==> src/hw/rtl/rtpfu_pkg.sv <==
// Package: widths, constants and shared types of the RTP fragment packetizer.
`timescale 1ns / 1ps
package rtpfu_pkg;

  localparam int LENGTH_BITS = 24;
  localparam int FRAME_LEN_W = 24;
  localparam int TIME_W      = 32;
  localparam int SSRC_W      = 32;
  localparam int PT_W        = 7;
  localparam int MAXPAY_W    = 12;
  localparam int SEQ_W       = 16;
  localparam int BYTE_W      = 8;
  localparam int CFG_IDX_W   = 2;
  localparam int CFG_DATA_W  = 32;

  localparam int HDR_BYTES   = 14;
  localparam int HDR_IDX_W   = 4;
  localparam int QUEUE_DEPTH = 2;

  localparam logic [15:0] FRAG_FIRST  = 16'h1c89;
  localparam logic [15:0] FRAG_MIDDLE = 16'h1c09;
  localparam logic [15:0] FRAG_LAST   = 16'h1c49;
  localparam logic [7:0]  RTP_VERSION_BYTE = 8'h80;

  localparam logic [CFG_IDX_W-1:0] REG_SSRC   = 2'd0;
  localparam logic [CFG_IDX_W-1:0] REG_PT     = 2'd1;
  localparam logic [CFG_IDX_W-1:0] REG_MAXPAY = 2'd2;

  localparam logic [SSRC_W-1:0]   SSRC_RESET   = 32'd3334;
  localparam logic [PT_W-1:0]     PT_RESET     = 7'd96;
  localparam logic [MAXPAY_W-1:0] MAXPAY_RESET = 12'd1400;

  typedef struct packed {
    logic [SSRC_W-1:0]   ssrc;
    logic [PT_W-1:0]     pt;
    logic [MAXPAY_W-1:0] max_payload;
  } cfg_t;

  // One classified frame byte, as handed from front to back.
  typedef struct packed {
    logic [BYTE_W-1:0] data;
    logic              pend;
    logic              hdr;
    logic              marker;
    logic [SEQ_W-1:0]  seq;
    logic [TIME_W-1:0] tstamp;
    logic [15:0]       frag;
  } entry_t;

endpackage

==> src/hw/rtl/rtpfu_front.sv <==
// Front end: accepts frame bytes, tracks frame/packet position, classifies.
`timescale 1ns / 1ps
module rtpfu_front (
  input  logic                                clk,
  input  logic                                rst,
  input  rtpfu_pkg::cfg_t                     cfg,
  input  logic                                accept,
  input  logic [rtpfu_pkg::BYTE_W-1:0]        payload_byte,
  input  logic [rtpfu_pkg::FRAME_LEN_W-1:0]   frame_length,
  input  logic [rtpfu_pkg::TIME_W-1:0]        frame_time,
  output rtpfu_pkg::entry_t                   entry
);

  localparam int LW = rtpfu_pkg::LENGTH_BITS;
  localparam int MW = rtpfu_pkg::MAXPAY_W;
  // packet-end math is wide enough for both the length and the max payload
  localparam int RW = ((LW > MW) ? LW : MW) + 1;

  logic [LW-1:0]                     frame_offset;
  logic [LW-1:0]                     held_length;
  logic [rtpfu_pkg::TIME_W-1:0]      held_time;
  logic [MW-1:0]                     packet_left;
  logic [rtpfu_pkg::SEQ_W-1:0]       sequence_count;

  logic                              off0;
  logic [LW-1:0]                     in_len;
  logic [LW-1:0]                     len;
  logic [rtpfu_pkg::TIME_W-1:0]      tm;
  logic                              hdr;
  logic [MW-1:0]                     mp;
  logic [RW-1:0]                     reach;
  logic                              last;
  logic [RW-1:0]                     rem;
  logic [MW-1:0]                     pl;
  logic [LW:0]                       off_inc;
  logic                              frame_done;

  always_comb begin
    off0    = (frame_offset == '0);
    in_len  = LW'(frame_length);
    if (in_len == '0) in_len = LW'(1);
    len     = off0 ? in_len : held_length;
    tm      = off0 ? frame_time : held_time;
    hdr     = off0 || (packet_left == '0);
    mp      = (cfg.max_payload == '0) ? MW'(1) : cfg.max_payload;
    reach   = RW'(frame_offset) + RW'(mp);
    last    = (reach >= RW'(len));
    rem     = RW'(len) - RW'(frame_offset);
    if (hdr) pl = last ? rem[MW-1:0] : mp;
    else     pl = packet_left;
    off_inc    = {1'b0, frame_offset} + (LW+1)'(1);
    frame_done = (off_inc >= {1'b0, len}) || (off_inc[LW-1:0] == '0);

    entry.data   = payload_byte;
    entry.pend   = (pl == MW'(1));
    entry.hdr    = hdr;
    entry.marker = last || off0;
    entry.seq    = sequence_count;
    entry.tstamp = tm;
    if (last)      entry.frag = rtpfu_pkg::FRAG_LAST;
    else if (off0) entry.frag = rtpfu_pkg::FRAG_FIRST;
    else           entry.frag = rtpfu_pkg::FRAG_MIDDLE;
  end

  always_ff @(posedge clk) begin
    if (rst) begin
      frame_offset   <= '0;
      held_length    <= '0;
      held_time      <= '0;
      packet_left    <= '0;
      sequence_count <= '0;
    end else if (accept) begin
      held_length <= len;
      held_time   <= tm;
      if (hdr) sequence_count <= sequence_count + 1'b1;
      if (frame_done) begin
        frame_offset <= '0;
        packet_left  <= '0;
      end else begin
        frame_offset <= off_inc[LW-1:0];
        packet_left  <= pl - 1'b1;
      end
    end
  end

endmodule

==> src/hw/rtl/rtpfu_queue.sv <==
// Short queue of classified items between front and back.
`timescale 1ns / 1ps
module rtpfu_queue (
  input  logic               clk,
  input  logic               rst,
  input  logic               push,
  input  rtpfu_pkg::entry_t  push_entry,
  output logic               full,
  input  logic               pop,
  output rtpfu_pkg::entry_t  head,
  output logic               head_valid
);

  localparam int D  = rtpfu_pkg::QUEUE_DEPTH;
  localparam int PW = (D > 1) ? $clog2(D) : 1;
  localparam int CW = $clog2(D + 1);

  rtpfu_pkg::entry_t slots [D];
  logic [PW-1:0]     wr_ptr;
  logic [PW-1:0]     rd_ptr;
  logic [CW-1:0]     count;

  assign full       = (count == CW'(D));
  assign head_valid = (count != '0);
  assign head       = slots[rd_ptr];

  always_ff @(posedge clk) begin
    if (push) slots[wr_ptr] <= push_entry;
  end

  always_ff @(posedge clk) begin
    if (rst) begin
      wr_ptr <= '0;
      rd_ptr <= '0;
      count  <= '0;
    end else begin
      if (push) wr_ptr <= (wr_ptr == PW'(D - 1)) ? '0 : wr_ptr + 1'b1;
      if (pop)  rd_ptr <= (rd_ptr == PW'(D - 1)) ? '0 : rd_ptr + 1'b1;
      if (push && !pop)      count <= count + 1'b1;
      else if (pop && !push) count <= count - 1'b1;
    end
  end

endmodule

==> src/hw/rtl/rtpfu_back.sv <==
// Back end: serializes header bytes and payload byte into the output register.
`timescale 1ns / 1ps
module rtpfu_back (
  input  logic                           clk,
  input  logic                           rst,
  input  rtpfu_pkg::cfg_t                cfg,
  input  rtpfu_pkg::entry_t              head,
  input  logic                           head_valid,
  output logic                           pop,
  output logic                           out_valid,
  input  logic                           out_stall,
  output logic [rtpfu_pkg::BYTE_W-1:0]   out_byte,
  output logic                           packet_end,
  output logic                           run_end
);

  localparam int NB = rtpfu_pkg::HDR_BYTES;
  localparam int IW = rtpfu_pkg::HDR_IDX_W;

  logic [IW-1:0]          idx;
  logic [NB*8-1:0]        hdr_vec;
  logic                   free;
  logic                   load;
  logic                   pay;
  logic [IW-1:0]          sel;
  logic [7:0]             hdr_byte;

  always_comb begin
    hdr_vec = {rtpfu_pkg::RTP_VERSION_BYTE, head.marker, cfg.pt, head.seq,
               head.tstamp, cfg.ssrc, head.frag};
    free     = !out_valid || !out_stall;
    load     = head_valid && free;
    pay      = !head.hdr || (idx == IW'(NB));
    sel      = pay ? '0 : (IW'(NB - 1) - idx);
    hdr_byte = hdr_vec[sel*8 +: 8];
    pop      = load && pay;
  end

  always_ff @(posedge clk) begin
    if (rst) begin
      idx       <= '0;
      out_valid <= 1'b0;
    end else begin
      if (free) out_valid <= head_valid;
      if (load) idx <= pay ? '0 : idx + 1'b1;
    end
  end

  always_ff @(posedge clk) begin
    if (load) begin
      out_byte   <= pay ? head.data : hdr_byte;
      packet_end <= pay && head.pend;
      run_end    <= pay;
    end
  end

endmodule

==> src/hw/rtl/rtp_h264_fragment_packetizer_top.sv <==
// Top level of the RTP H.264 fragment packetizer.
//
//  channel | handshake           | payload
//  --------+---------------------+------------------------------------------
//  input   | in_valid / in_stall | payload_byte, frame_length, frame_time
//  output  | out_valid/out_stall | out_byte, packet_end, run_end
//  config  | cfg_valid/cfg_ready | cfg_index, cfg_data
//
// One frame byte per cycle in while in_stall is low and one packet byte per
// cycle out while out_stall is low. A byte that opens a packet expands to 15
// output bytes (14 header bytes + payload), so the output side sets the rate.
// The two-entry queue between front and back absorbs output stalls; once it
// fills, in_stall rises until the back end pops. Synchronous reset clears
// frame position, sequence count, queue and output valid; config returns to
// its reset values. cfg_ready is always high.
`timescale 1ns / 1ps
module rtp_h264_fragment_packetizer_top (
  input  logic                                clk,
  input  logic                                rst,
  input  logic                                in_valid,
  output logic                                in_stall,
  input  logic [rtpfu_pkg::BYTE_W-1:0]        payload_byte,
  input  logic [rtpfu_pkg::FRAME_LEN_W-1:0]   frame_length,
  input  logic [rtpfu_pkg::TIME_W-1:0]        frame_time,
  output logic                                out_valid,
  input  logic                                out_stall,
  output logic [rtpfu_pkg::BYTE_W-1:0]        out_byte,
  output logic                                packet_end,
  output logic                                run_end,
  input  logic                                cfg_valid,
  output logic                                cfg_ready,
  input  logic [rtpfu_pkg::CFG_IDX_W-1:0]     cfg_index,
  input  logic [rtpfu_pkg::CFG_DATA_W-1:0]    cfg_data
);

  rtpfu_pkg::cfg_t   cfg;
  rtpfu_pkg::entry_t front_entry;
  rtpfu_pkg::entry_t head;
  logic              q_full;
  logic              head_valid;
  logic              pop;
  logic              accept;

  assign cfg_ready = 1'b1;
  assign in_stall  = q_full;
  assign accept    = in_valid && !q_full;

  // Config registers; unknown indexes are dropped.
  always_ff @(posedge clk) begin
    if (rst) begin
      cfg.ssrc        <= rtpfu_pkg::SSRC_RESET;
      cfg.pt          <= rtpfu_pkg::PT_RESET;
      cfg.max_payload <= rtpfu_pkg::MAXPAY_RESET;
    end else if (cfg_valid) begin
      unique case (cfg_index)
        rtpfu_pkg::REG_SSRC:   cfg.ssrc        <= cfg_data[rtpfu_pkg::SSRC_W-1:0];
        rtpfu_pkg::REG_PT:     cfg.pt          <= cfg_data[rtpfu_pkg::PT_W-1:0];
        rtpfu_pkg::REG_MAXPAY: cfg.max_payload <= cfg_data[rtpfu_pkg::MAXPAY_W-1:0];
        default: ;
      endcase
    end
  end

  rtpfu_front u_front (
    .clk          (clk),
    .rst          (rst),
    .cfg          (cfg),
    .accept       (accept),
    .payload_byte (payload_byte),
    .frame_length (frame_length),
    .frame_time   (frame_time),
    .entry        (front_entry)
  );

  rtpfu_queue u_queue (
    .clk        (clk),
    .rst        (rst),
    .push       (accept),
    .push_entry (front_entry),
    .full       (q_full),
    .pop        (pop),
    .head       (head),
    .head_valid (head_valid)
  );

  rtpfu_back u_back (
    .clk        (clk),
    .rst        (rst),
    .cfg        (cfg),
    .head       (head),
    .head_valid (head_valid),
    .pop        (pop),
    .out_valid  (out_valid),
    .out_stall  (out_stall),
    .out_byte   (out_byte),
    .packet_end (packet_end),
    .run_end    (run_end)
  );

endmodule

==> config.mk <==
export PLATFORM = sky130hd
export DESIGN_NAME = rtp_h264_fragment_packetizer_top
export DESIGN_NICKNAME = d
export VERILOG_FILES = /design/src/hw/rtl/rtpfu_pkg.sv /design/src/hw/rtl/rtpfu_front.sv /design/src/hw/rtl/rtpfu_queue.sv /design/src/hw/rtl/rtpfu_back.sv /design/src/hw/rtl/rtp_h264_fragment_packetizer_top.sv
export SDC_FILE = /design/constraint.sdc
export NUM_CORES = 1
export LEC_CHECK = 0
export BUFFER_PORTS_ARGS = -buffer_cell sky130_fd_sc_hd__buf_2
export CAP_MARGIN = 20
export CORE_AREA = 3 3 175 177
export CTS_BUF_LIST = sky130_fd_sc_hd__clkbuf_8 sky130_fd_sc_hd__clkbuf_16
export CTS_CLUSTER_DIAMETER = 120
export DETAILED_ROUTE_END_ITERATION = 10
export DIE_AREA = 0 0 178 180
export MAX_ROUTING_LAYER = met4
export PLACE_DENSITY = 0.76
export SYNTH_ARGS = -nofsm -noshare
export SYNTH_HDL_FRONTEND = slang
export SYNTH_SLANG_ARGS = --single-unit
==> constraint.sdc <==
create_clock -name clk -period 6.4 [get_ports clk]
set_input_delay 0.32 -clock clk [delete_from_list [all_inputs] [get_ports clk]]
set_output_delay 0.32 -clock clk [all_outputs]
set_load 0.005 [all_outputs]
* After elaboration in Yosys (flattened, before gate mapping)
Memories as Yosys holds them, arrays and structs flattened. A register that Yosys moved wholly into a read port is not among the register bits. Cells that the tools add are included.
Cells by class: reductions and logical operators 29, mux-type cells 21, eq/ne operators 5, shifts and indexed selects 1, $lt $le $gt $ge 2, $add $sub $neg 11
Operators by type and width (number):
- $shiftx 112x8->8 | 1
- $logic_not 24->1 | 3
- $mux 24 | 3
- $ge 25x24->1 | 2
- $mux 12 | 4
- $mux 32 | 1
- $add 24x1->25 const B | 1
- $add 24x12->25 | 1
- $logic_not 12->1 | 2
- $add 16x1->16 const B | 1
- $mux 16 | 1
- $mux 8 | 2
- $eq 12x1->1 const B | 1
- $sub 12x1->12 const B | 1
- $sub 12x12->12 | 1
- $mux 4 | 2
- $reduce_and 2->1 | 4
- $logic_and 1x1->1 | 6
- $logic_not 1->1 | 6
- $mux 1 | 6
- $logic_or 1x1->1 | 5
- $add 4x1->4 const B | 1
- $eq 2x2->1 const B | 2
- $eq 4x4->1 const B | 1
- 8 further kinds | 11
Storage, ports and cells: RAM bits 150, logic and storage cells 86, memories 1, register bits after elaboration 178, output and inout port bits 13, bits of input ports 103
Memory list:
- u_queue.slots | depth 2, width 75, read ports 1, clocked after Yosys merged registers in 1, wr ports 1, line rtpfu_queue.sv:18 | rtpfu_pkg::entry_t slots [D];

* Longest topological paths before layout
Gate-level depths: netlist (run 1).
depth after elaboration 8, gate-level depth with buffers 29, mapped depth without buffers 29

* Cells and area by module
Synthesis (run 1) repeated with hierarchy kept, for this count alone.
Second synthesis, totals: cells, all modules 1723, area, all modules 17834.6 µm²
By module, submodules not included:
- rtpfu_front | seq. area each 2162.1 µm², instances 1, area an instance 8262.9 µm², cells an instance 1042
- rtpfu_queue | seq. area each 4604.4 µm², instances 1, area an instance 5636.7 µm², cells an instance 255
- rtp_h264_fragment_packetizer_top | seq. area each 1021.0 µm², instances 1, area an instance 2202.1 µm², cells an instance 215
- rtpfu_back | seq. area each 400.4 µm², instances 1, area an instance 1732.9 µm², cells an instance 211

* Least setup slack after synthesis (run 1)
No wires, ideal clock.
path kind register to register, start point register, netlist name cfg[8], end point register u_front.packet_left[10], period minus slack after synthesis 5.548 ns, cell stages (with the launch flop) 27, buffers on the path 0, data required time 6.283 ns, data arrival time 5.432 ns, library setup time 0.117 ns, path slack 0.852 ns, cells stage by stage dfxtp_1 > nor4_1 > a41o_1 > ha_1 > inv_1 > fa_1 > nor2b_1 > o31a_1 > o2111ai_4 > a21o_1 > nor3_1 > xor2_1 > ha_1 > nand4_1 > nor3_1 > a221oi_1 > nand2_1 > nor3_4 > inv_4 > a311oi_4 > ha_1 > nand2_1 > o31ai_1 > nand2_1 > nor4_1 > xor2_1 > a22o_1
On the way: word-level cells in the longest chain between the ends 8
Ends and longest elaborated chain:
- $logic_not 12->1 | line rtpfu_front.sv:45 | mp = (cfg.max_payload == '0) ? MW'(1) : cfg.max_payload;
- $mux 12 (*) | line rtpfu_front.sv:45
- $add 24x12->25 | line rtpfu_front.sv:46 | reach = RW'(frame_offset) + RW'(mp);
- $ge 25x24->1 | line rtpfu_front.sv:47 | last = (reach >= RW'(len));
- $mux 12 (*) (2 in series) | line rtpfu_front.sv:49 | if (hdr) pl = last ? rem[MW-1:0] : mp;
- $sub 12x1->12 (*) | line rtpfu_front.sv:81 | packet_left <= pl - 1'b1;
- $mux 12 (*) | line rtpfu_front.sv:76 | if (frame_done) begin
- to (signal assigned) | line rtpfu_front.sv:81
- to (decl) | line rtpfu_front.sv:22 | logic [MW-1:0] packet_left;
Mark *: on every way between the ends. The rest lies on a longest branch, timed or not. A chain may end at the register's enable or synchronous reset.

* Final worst setup path (run 1)
start point register, netlist name cfg[8], end point register u_front.packet_left[10]
On the way: word-level cells in the longest chain between the ends 8
Ends and longest elaborated chain (line):
- $logic_not 12->1 | rtpfu_front.sv:45
- $mux 12 (*) | rtpfu_front.sv:45
- $add 24x12->25 | rtpfu_front.sv:46
- $ge 25x24->1 | rtpfu_front.sv:47
- $mux 12 (*) (2 in series) | rtpfu_front.sv:49
- $sub 12x1->12 (*) | rtpfu_front.sv:81
- $mux 12 (*) | rtpfu_front.sv:76
Marks and branches as above.

==> run summary, run 1 <==
Critical path type: flip-flop to flip-flop
Row cnt: 63
Total wire length: 42,800 um
Power Density: 355 nW/um^2
Leakage: 7.23 nW
Int Pwr: 4.24 mW
Clock latency on the worst-skew pair: 0.53 ns
Root buffer cell: clkbuf_16
CTS tree: done
CP top delay family: compound AO/OA/AOI/OAI gates
Final GP Congestion: 0.965
# setup viols final: 0
Worst Path Arrival: 6.29 ns
Syn avg cell area: 9.76 um^2
Placed cell area: 17,000 um^2
Syn_nets: 1,825
Layout Utilization: 61.8%
Antenna Nets Post-Route: 0
Hold Crit Depth: 3
Commonest non-fill, non-tap cell in the layout: nor2_1
Fin. Hold Viols: 0
Warnings from Yosys: 0
Worst Hold Class: primary input to flip-flop
Fin nets: 1,921
Non-Filler Instances: 2,151
Antenna diodes: 0
# IOs: 116
P_sw: 2.20 mW
All-Layer GR Usage: 27.3%
Clock sinks: 301
Starting Density: 54.4%
Most used DFF post-synth: dfxtp_1
DRC violations left: 0
Initial antenna violation count: 0
Final HPWL DP: 30,400 um
Die area: 32,000 um^2
Ranking of synthesized cells by area: edfxtp_1 (25%), dfxtp_1 (21%), ha_1 (6.3%), nor2_1 (4.6%), nand2_1 (4.1%)
Buffers and inverters on the worst path: 2
R2R depth: 26
CTS clock-pin slew for the worst setup and hold paths: 0.06 ns
Clock share of power: 28.6%
Clock buffer depth: 3
Cells after synthesis: 1,639
Critical path's slowest cell: fa_1
Setup Skew: 0.0251 ns
Cts bufs inserted: 34
Seq/Total Area, Yosys: 45.9%
Number of DRC markers in iteration 0: 1,220
Vias: 13,000
Max-slew violation count: 0
Inst Count DP: 2,077
Comb pwr share: 32.2%
WL/cell: 19.9 um
Number of synthesized flops with an enable pin: 132
Fmax: 170 MHz
Required time of the critical path: 6.80 ns
H-Tree Depth: 2
Crit-path max cell delay: 0.39 ns
Seq cells post-synth: 301
Final TNS setup: 0 ns
Worst-margin pin slew: 1.04 ns
First-pass GRT wire length: 68,000 um
P&R area growth vs syn: 13.5%
Post-Syn Area: 16,000 um^2
Via density: 6.03
Yosys cell types: 89
Setup ws final: 0.512 ns
Async set-reset flop share out of synthesis: 0%
Share of post-route cells with drive strength above 1: 17.0%
Die Width: 178 um
Crit end category: flip-flop
Core area: 29,400 um^2
Peak supply drop: 279 uV
Sequential share of power: 39.2%
Crit Path Max Fanout: 9
Status: completed
Yosys top cell by area: edfxtp_1
Min Tclk post-route: 5.89 ns
Congestion Overflow GR: 0
CP Depth: 26
Share of the synthesized area in the top cell type: 24.8%
Vias in the first global route: 12,500
Finished Cell Area: 18,200 um^2
Final worst-path cycle share: 92.0%
Commonest non-fill, non-tap cells in the layout: nor2_1 (197), nand2_1 (174), dfxtp_1 (168)
Max-Cap Viols: 0
Slew headroom: 31.0%
Die Y: 180 um
Startpoint Class: flip-flop
Initial DRT Pass Iterations: 6
Port Buf Inserts: 114
Largest net degree at the start of global routing: 96
Net Sw Frac: 34.2%
Setup WS pre-CTS: 0.00789 ns
[final timing paths]
check | start | to | slack [ns]
hold reg to reg | cfg[26] | cfg[26] | 0.46
setup reg to reg | cfg[8] | u_front.packet_left[10] | 0.51
hold / removal | cfg_data[25] | cfg[44] | 0.03
setup / recovery | cfg[8] | u_front.packet_left[10] | 0.51
[layout make-up]
class                           count  area, um^2
Fill cell                        2386       11200
Multi-Input combinational cell   1181        8070
Timing Repair Buffer              165         988
Clock buffer                       36         890
Clock inverter                     26         179
Tap cell                          390         488
Inverter                           52         198
Sequential cell                   301        7350
[synthesized netlist by cell type (22+ instances only)]
master and instances:
nand3_1 31, nor2_1 198, xnor2_1 42, nor4_1 22, mux2i_1 54, nor3_1 64
mux2_2 39, ha_1 81, nand4_1 22, a211oi_1 31, inv_1 47, xor2_1 35
nand2_1 176, edfxtp_1 132, dfxtp_1 169, clkbuf_1 75, o21ai_0 48, a21oi_1 105
[repair_timing]
item | CTS | global route
resized for setup | 0 | 6
setup buffers | 0 | 4
endpoints found under the setup margin | 0 | 5
hold endpoints to repair | 16 | 0
hold buffers | 8 | 0
[worst min-delay path: stages]
cell	delay, ns
buf_2	0.10
nand2_1	0.05
a21oi_1	0.05
[registers in the layout, summed over array words and instances, names as in the netlist, named ones only]
signal                  cells
u_front.held_length        24
u_queue.count               2
u_front.frame_offset       24
u_front.packet_left        12
u_back.packet_end           1
cfg                        51
u_queue.slots             122
u_back.idx                  4
u_back.out_byte             8
u_back.run_end              1
u_back.out_valid            1
u_queue.wr_ptr              1
u_front.sequence_count     16
u_queue.rd_ptr              1
u_front.held_time          32
[power groups by stage]
stage               Clock (mW)  Combinational (mW)  Sequential [mW]
finish                    1.84                2.07             2.53
global route              1.95                2.27             2.56
CTS                       1.87                2.04             2.52
detailed placement           0                2.02             2.56
global placement             0                1.99             2.54
floorplan                    0                1.39             2.53
[layer usage]
| metal | track usage [%] | up-vias | wire [um] |
|---|---|---|---|
| met5 | - | - | 0 |
| met3 | 4.86 | 83 | 3650 |
| li1 | - | 6136 | - |
| met4 | 7.23 | 0 | 1100 |
| met1 | 38.7 | 6190 | 19100 |
| met2 | 40.7 | 571 | 19000 |
[kinds of logic after synthesis]
| logic type | count (synthesis) | synth area share, % |
|---|---|---|
| XOR/XNOR | 77 | 4.22 |
| other | 1 | 0.0234 |
| AND/OR/NAND/NOR | 593 | 17.3 |
| buffers and inverters | 157 | 3.94 |
| multiplexers | 109 | 8.38 |
| AO/OA/AOI/OAI | 318 | 13.6 |
| flip-flops | 301 | 45.9 |
| adder cells (fa/ha/maj) | 83 | 6.58 |
[stage by stage]
| stage | power [mW] | hold slack (ns) |
|---|---|---|
| floorplan | 3.92 | 0.419 |
| global placement | 4.53 | 0.439 |
| detailed placement | 4.58 | 0.446 |
| CTS | 6.43 | 0.0181 |
| global route | 6.78 | 0.0254 |
| finish | 6.44 | 0.0320 |
Power figures use the tool's default switching activity.
==> inputs of run 2 (changes only) <==
--- a/config.mk
+++ b/config.mk
@@ -14,6 +14,7 @@
 export DIE_AREA = 0 0 178 180
 export MAX_ROUTING_LAYER = met4
 export PLACE_DENSITY = 0.76
+export RECOVER_POWER = 25
 export SYNTH_ARGS = -nofsm -noshare
 export SYNTH_HDL_FRONTEND = slang
 export SYNTH_SLANG_ARGS = --single-unit
==> constraint.sdc (replaced) <==
create_clock -name clk -period 6.95 [get_ports clk]
set_input_delay 0.3475 -clock clk [delete_from_list [all_inputs] [get_ports clk]]
set_output_delay 0.3475 -clock clk [all_outputs]
set_load 0.005 [all_outputs]
==> run summary, run 2 (synthesized netlist as in run 1, its figures left out) <==
H-Tree Depth: 1
First-pass GRT wire length: 67,500 um
Die Y: 180 um
Required time of the critical path: 7.42 ns
Share of post-route cells with drive strength above 1: 14.6%
Met2 Track Usage GR: 39.9%
Worst R2R End: u_front.packet_left[10]
Final TNS setup: 0 ns
Die Width: 178 um
Final HPWL DP: 29,900 um
Largest Register: u_queue.slots
Die area: 32,000 um^2
CTS clock-pin slew for the worst setup and hold paths: 0.06 ns
Worst Path Arrival: 6.89 ns
Port Buf Inserts: 114
Starting Density: 54.4%
GRT busiest layer: met2
Fin nets: 1,903
Crit Path Max Fanout: 9
Worst Hold Class: primary input to flip-flop
Biggest regs: u_queue.slots (122), cfg (51), u_front.held_time (32)
Crit Reg-Reg Startpoint: cfg[8]
Power Density: 323 nW/um^2
All-Layer GR Usage: 27.1%
Critical path destination: u_front.packet_left[10]
Number of DRC markers in iteration 0: 1,193
Inst Count DP: 2,062
Clock latency on the worst-skew pair: 0.58 ns
Startpoint Class: flip-flop
CP startpoint: cfg[8]
Vias: 12,800
Root buffer cell: clkbuf_16
Slew headroom: -181%
# setup viols final: 0
Reg-to-reg slack, setup: 0.53 ns
WL/cell: 20.0 um
Clock buffer depth: 3
Status: complete, but fails checks
Congestion Overflow GR: 0
Setup Skew: 0.0135 ns
Crit-path max cell delay: 0.44 ns
Final GP Congestion: 0.969
Non-Filler Instances: 2,131
Total power draw: 5.79 mW
Total wire length: 42,700 um
Failing checks: max-capacitance violations, max-slew violations
Postcts setup bufs: 0
Leakage: 7.07 nW
Vias in the first global route: 12,300
Initial antenna violation count: 0
CTS tree: done
Fmax: 156 MHz
Met1 usage: 39.5%
Final worst-path cycle share: 92.4%
Clock sinks: 301
Commonest non-fill, non-tap cell in the layout: nor2_1
R2R depth: 26
Via density: 5.99
Core area: 29,400 um^2
Cts repair resizes: 0
Cts bufs inserted: 31
Max-slew violation count: 94
Largest net degree at the start of global routing: 94
Max reg flops: 122
# fillers: 2,423
Crit end category: flip-flop
Max-Cap Viols: 1
Worst-margin pin slew: 4.21 ns
Critical path's slowest cell: o31ai_1
Peak supply drop: 217 uV
Min Tclk post-route: 6.42 ns
DRC violations left: 0
Antenna Nets Post-Route: 0
# IOs: 116
Initial DRT Pass Iterations: 5
P&R area growth vs syn: 12.0%
Row cnt: 63
Commonest non-fill, non-tap cells in the layout: nor2_1 (197), nand2_1 (175), dfxtp_1 (168)
Critical path type: flip-flop to flip-flop
Antenna diodes: 0
Met3 Use GR: 3.55%
Unrepaired setup endpoints after global routing: false
Fin. Hold Viols: 0
run 2: changes by cell type in the layout (fill, tap and decap cells not counted), moves of 2 or more:
| cell | change |
|---|---|
| clkinv_8 | -2 |
| buf_4 | -20 |
| clkinv_2 | -2 |
| clkbuf_1 | +13 |
| clkbuf_16 | -3 |
| inv_1 | +2 |
| buf_2 | -13 |
| clkinv_4 | -2 |
| dlygate4sd3_1 | +4 |
run 2: critical path, delay by kind of cell, from the launching register on:
family / cells / cell delay (ns)
AO/OA/AOI/OAI: 8 / 2.34
AND/OR/NAND/NOR: 10 / 2.02
adder cells (fa/ha/maj): 4 / 1.13
flip-flops: 1 / 0.34
XOR/XNOR: 2 / 0.28
buffers and inverters: 2 / 0.17
run 2: area by class of cell:
class / count / area, um^2 / share of cell area [%]
sequential: 301 / 7350 / 41.0
timing repair buffer: 150 / 867 / 4.84
multi-input combinational: 1181 / 8040 / 44.9
clock buffer: 34 / 828 / 4.62
inverter: 52 / 198 / 1.10
clock inverter: 23 / 146 / 0.817
tap: 390 / 488 / 2.72
run 2: report_power, final:
part / switching [mW] / internal (mW)
combinational: 1.17 / 0.704
clock: 0.704 / 0.891
sequential: 0.122 / 2.20
run 2: worst min path at each step:
stage                      start      end  cells past startpoint
floorplan                cfg[17]  cfg[17]                      1
global placement         cfg[19]  cfg[19]                      2
detailed placement       cfg[19]  cfg[19]                      2
CTS                 cfg_data[25]  cfg[44]                      3
global route        cfg_data[23]  cfg[42]                      3
finish              cfg_data[22]  cfg[41]                      3
run 2: what timing repair did:
action / 4_1_cts / 5_1_grt
hold buffers: 12 / 0
setup endpoints to repair: 0 / 0
hold endpoints to repair: 20 / 0
run 2: through the flow:
step | hold slack [ns] | instance area, um^2 | setup WS [ns] | util, %
6_report | 0.0126 | 17900 | 0.531 | 60.9
3_5_place_dp | 0.444 | 16800 | 0.513 | 57.3
2_1_floorplan | 0.427 | 16000 | 1.40 | -
5_1_grt | 0.00726 | 17900 | 0.0355 | 60.9
4_1_cts | 0.00181 | 17900 | 0.508 | 61.0
3_3_place_gp | 0.439 | 16800 | 0.721 | 57.3
run 2: metal layers:
layer  wire [um]  vias to the layer above
met1       19400                     6063
met3        3250                       81
met4        1070                        0
li1            -                     6106
met2       18900                      517
met5           0                        -
==> inputs of run 3 (changes only) <==
--- a/config.mk
+++ b/config.mk
@@ -7,11 +7,11 @@
 export LEC_CHECK = 0
 export BUFFER_PORTS_ARGS = -buffer_cell sky130_fd_sc_hd__buf_2
 export CAP_MARGIN = 20
-export CORE_AREA = 3 3 175 177
+export CORE_AREA = 3 3 125 248
 export CTS_BUF_LIST = sky130_fd_sc_hd__clkbuf_8 sky130_fd_sc_hd__clkbuf_16
 export CTS_CLUSTER_DIAMETER = 120
 export DETAILED_ROUTE_END_ITERATION = 10
-export DIE_AREA = 0 0 178 180
+export DIE_AREA = 0 0 128 251
 export MAX_ROUTING_LAYER = met4
 export PLACE_DENSITY = 0.76
 export RECOVER_POWER = 25
==> run summary, run 3 (synthesized netlist as in run 1, its figures left out) <==
Leakage: 7.07 nW
Clock latency on the worst-skew pair: 0.56 ns
Max-slew violation count: 185
Die area: 32,100 um^2
Share of post-route cells with drive strength above 1: 15.3%
CTS tree: done
Hold Crit Depth: 3
DRC violations left: 0
Final HPWL DP: 37,600 um
Vias in the first global route: 13,200
Initial DRT Pass Iterations: 5
Largest Register: u_queue.slots
Port Buf Inserts: 114
Core area: 29,400 um^2
Fin. Hold Viols: 0
Reg-to-reg slack, setup: 0.54 ns
Slew headroom: -134%
Initial antenna violation count: 1
Inst Count DP: 2,049
# setup viols final: 0
Worst R2R End: u_front.packet_left[10]
Fmax: 156 MHz
Max reg flops: 122
Setup Skew: 0.0154 ns
Required time of the critical path: 7.40 ns
Crit end category: flip-flop
CTS clock-pin slew for the worst setup and hold paths: 0.07 ns
# IOs: 116
Min Tclk post-route: 6.41 ns
Peak supply drop: 212 uV
Final worst-path cycle share: 92.3%
H-Tree Depth: 1
First-pass GRT wire length: 75,400 um
Starting Density: 54.4%
Max-Cap Viols: 4
Final GP Congestion: 1.00
Vias: 13,000
WL/cell: 23.8 um
P&R area growth vs syn: 12.0%
Die Y: 251 um
Cts bufs inserted: 27
Commonest non-fill, non-tap cells in the layout: nor2_1 (197), nand2_1 (175), dfxtp_1 (168)
Failing checks: max-capacitance violations, max-slew violations
Root buffer cell: clkbuf_16
Worst Path Arrival: 6.86 ns
Hold Path End: cfg[39]
Worst Hold Class: primary input to flip-flop
Congestion Overflow GR: 0
Hold wc startpoint: cfg_data[20]
Clock buffer depth: 3
Final TNS setup: 0 ns
Startpoint Class: flip-flop
Biggest regs: u_queue.slots (122), cfg (51), u_front.held_time (32)
Power Density: 332 nW/um^2
Via density: 6.18
Row cnt: 89
Total wire length: 50,200 um
Total power draw: 5.96 mW
Antenna diodes: 0
Layout Utilization: 61.0%
Clock sinks: 301
R2R depth: 26
Worst-margin pin slew: 3.51 ns
Unrepaired setup endpoints after global routing: false
Antenna Nets Post-Route: 0
Postcts setup bufs: 0
Non-Filler Instances: 2,107
Crit Path Max Fanout: 9
Die Width: 128 um
Commonest non-fill, non-tap cell in the layout: nor2_1
All-Layer GR Usage: 31.7%
Number of DRC markers in iteration 0: 962
Status: complete, but fails checks
Fin nets: 1,908
Crit Reg-Reg Startpoint: cfg[9]
Largest net degree at the start of global routing: 81
Critical path type: flip-flop to flip-flop
run 3: changes by cell type in the layout (fill, tap and decap cells not counted), sizes merged:
cell | before | now
buf | 124 | 133
bufinv | 1 | 6
inv | 63 | 58
dlygate4sd3 | 12 | 8
clkbuf | 48 | 46
clkinv | 9 | 8
run 3: repair_timing:
action | 4_1_cts | 5_1_grt
hold buffers | 8 | 0
hold endpoints to repair | 16 | 0
gates resized for setup | 0 | 0
run 3: area by class of cell:
class | instances | area [um^2]
fillers | 2498 | 11500
multi-input cells | 1181 | 8040
flip-flops and latches | 301 | 7350
repair buffers | 159 | 897
clock buffers | 28 | 689
well taps | 364 | 455
clock inverters | 22 | 293
inverters | 52 | 198
run 3: worst max-delay path by stage:
stage | start | end | slack, ns | depth (start not counted)
after global routing | cfg[8] | u_front.packet_left[10] | 0.14 | 26
after floorplan | cfg[8] | u_front.packet_left[10] | 1.40 | 26
after detailed placement | cfg[8] | u_front.packet_left[10] | 0.64 | 26
after CTS | cfg[8] | u_front.packet_left[10] | 0.62 | 26
after global placement | cfg[8] | u_front.packet_left[10] | 0.71 | 26
final | cfg[9] | u_front.packet_left[10] | 0.54 | 26
run 3: critical path, cell delays in order, from the launching register on:
cell and delay (ns):
dfxtp_1 0.35, nor4_1 0.30, a41o_1 0.23, ha_1 0.17, inv_1 0.06, fa_1 0.40, nor2b_1 0.18, o31a_1 0.26
o2111ai_4 0.19, a21o_1 0.29, nor3_1 0.20, xor2_1 0.17, ha_1 0.27, nand4_1 0.15, nor3_1 0.07, a221oi_1 0.30
nand2_1 0.30, nor3_4 0.40, inv_4 0.13, a311oi_4 0.42, ha_1 0.29, nand2_1 0.07, o31ai_1 0.42, nand2_1 0.14
nor4_1 0.25, xor2_1 0.11, a22o_1 0.20
run 3: per-layer routing:
layer / vias up / routed length [um] / global-route usage, %
met1: 6215 / 16000 / 29.7
met3: 215 / 2120 / 3.08
li1: 6107 / - / -
met4: 0 / 5370 / 27.0
met5: - / 0 / -
met2: 488 / 26600 / 56.5
run 3: per-stage QoR:
step                      cell area [um^2]  hold WS (ns)  worst slack, ns
after floorplan                      16000         0.427             1.40
after global placement               16900         0.439            0.711
after detailed placement             16900         0.444            0.635
after CTS                            18000       0.00952            0.621
after global routing                 17900        0.0269            0.141
final                                17900        0.0241            0.538
run 3: report_power, final:
part	leakage (nW)	internal (mW)	switching (mW)
combinational	3.95	0.725	1.24
sequential	2.64	2.20	0.128
clock	0.485	0.956	0.704
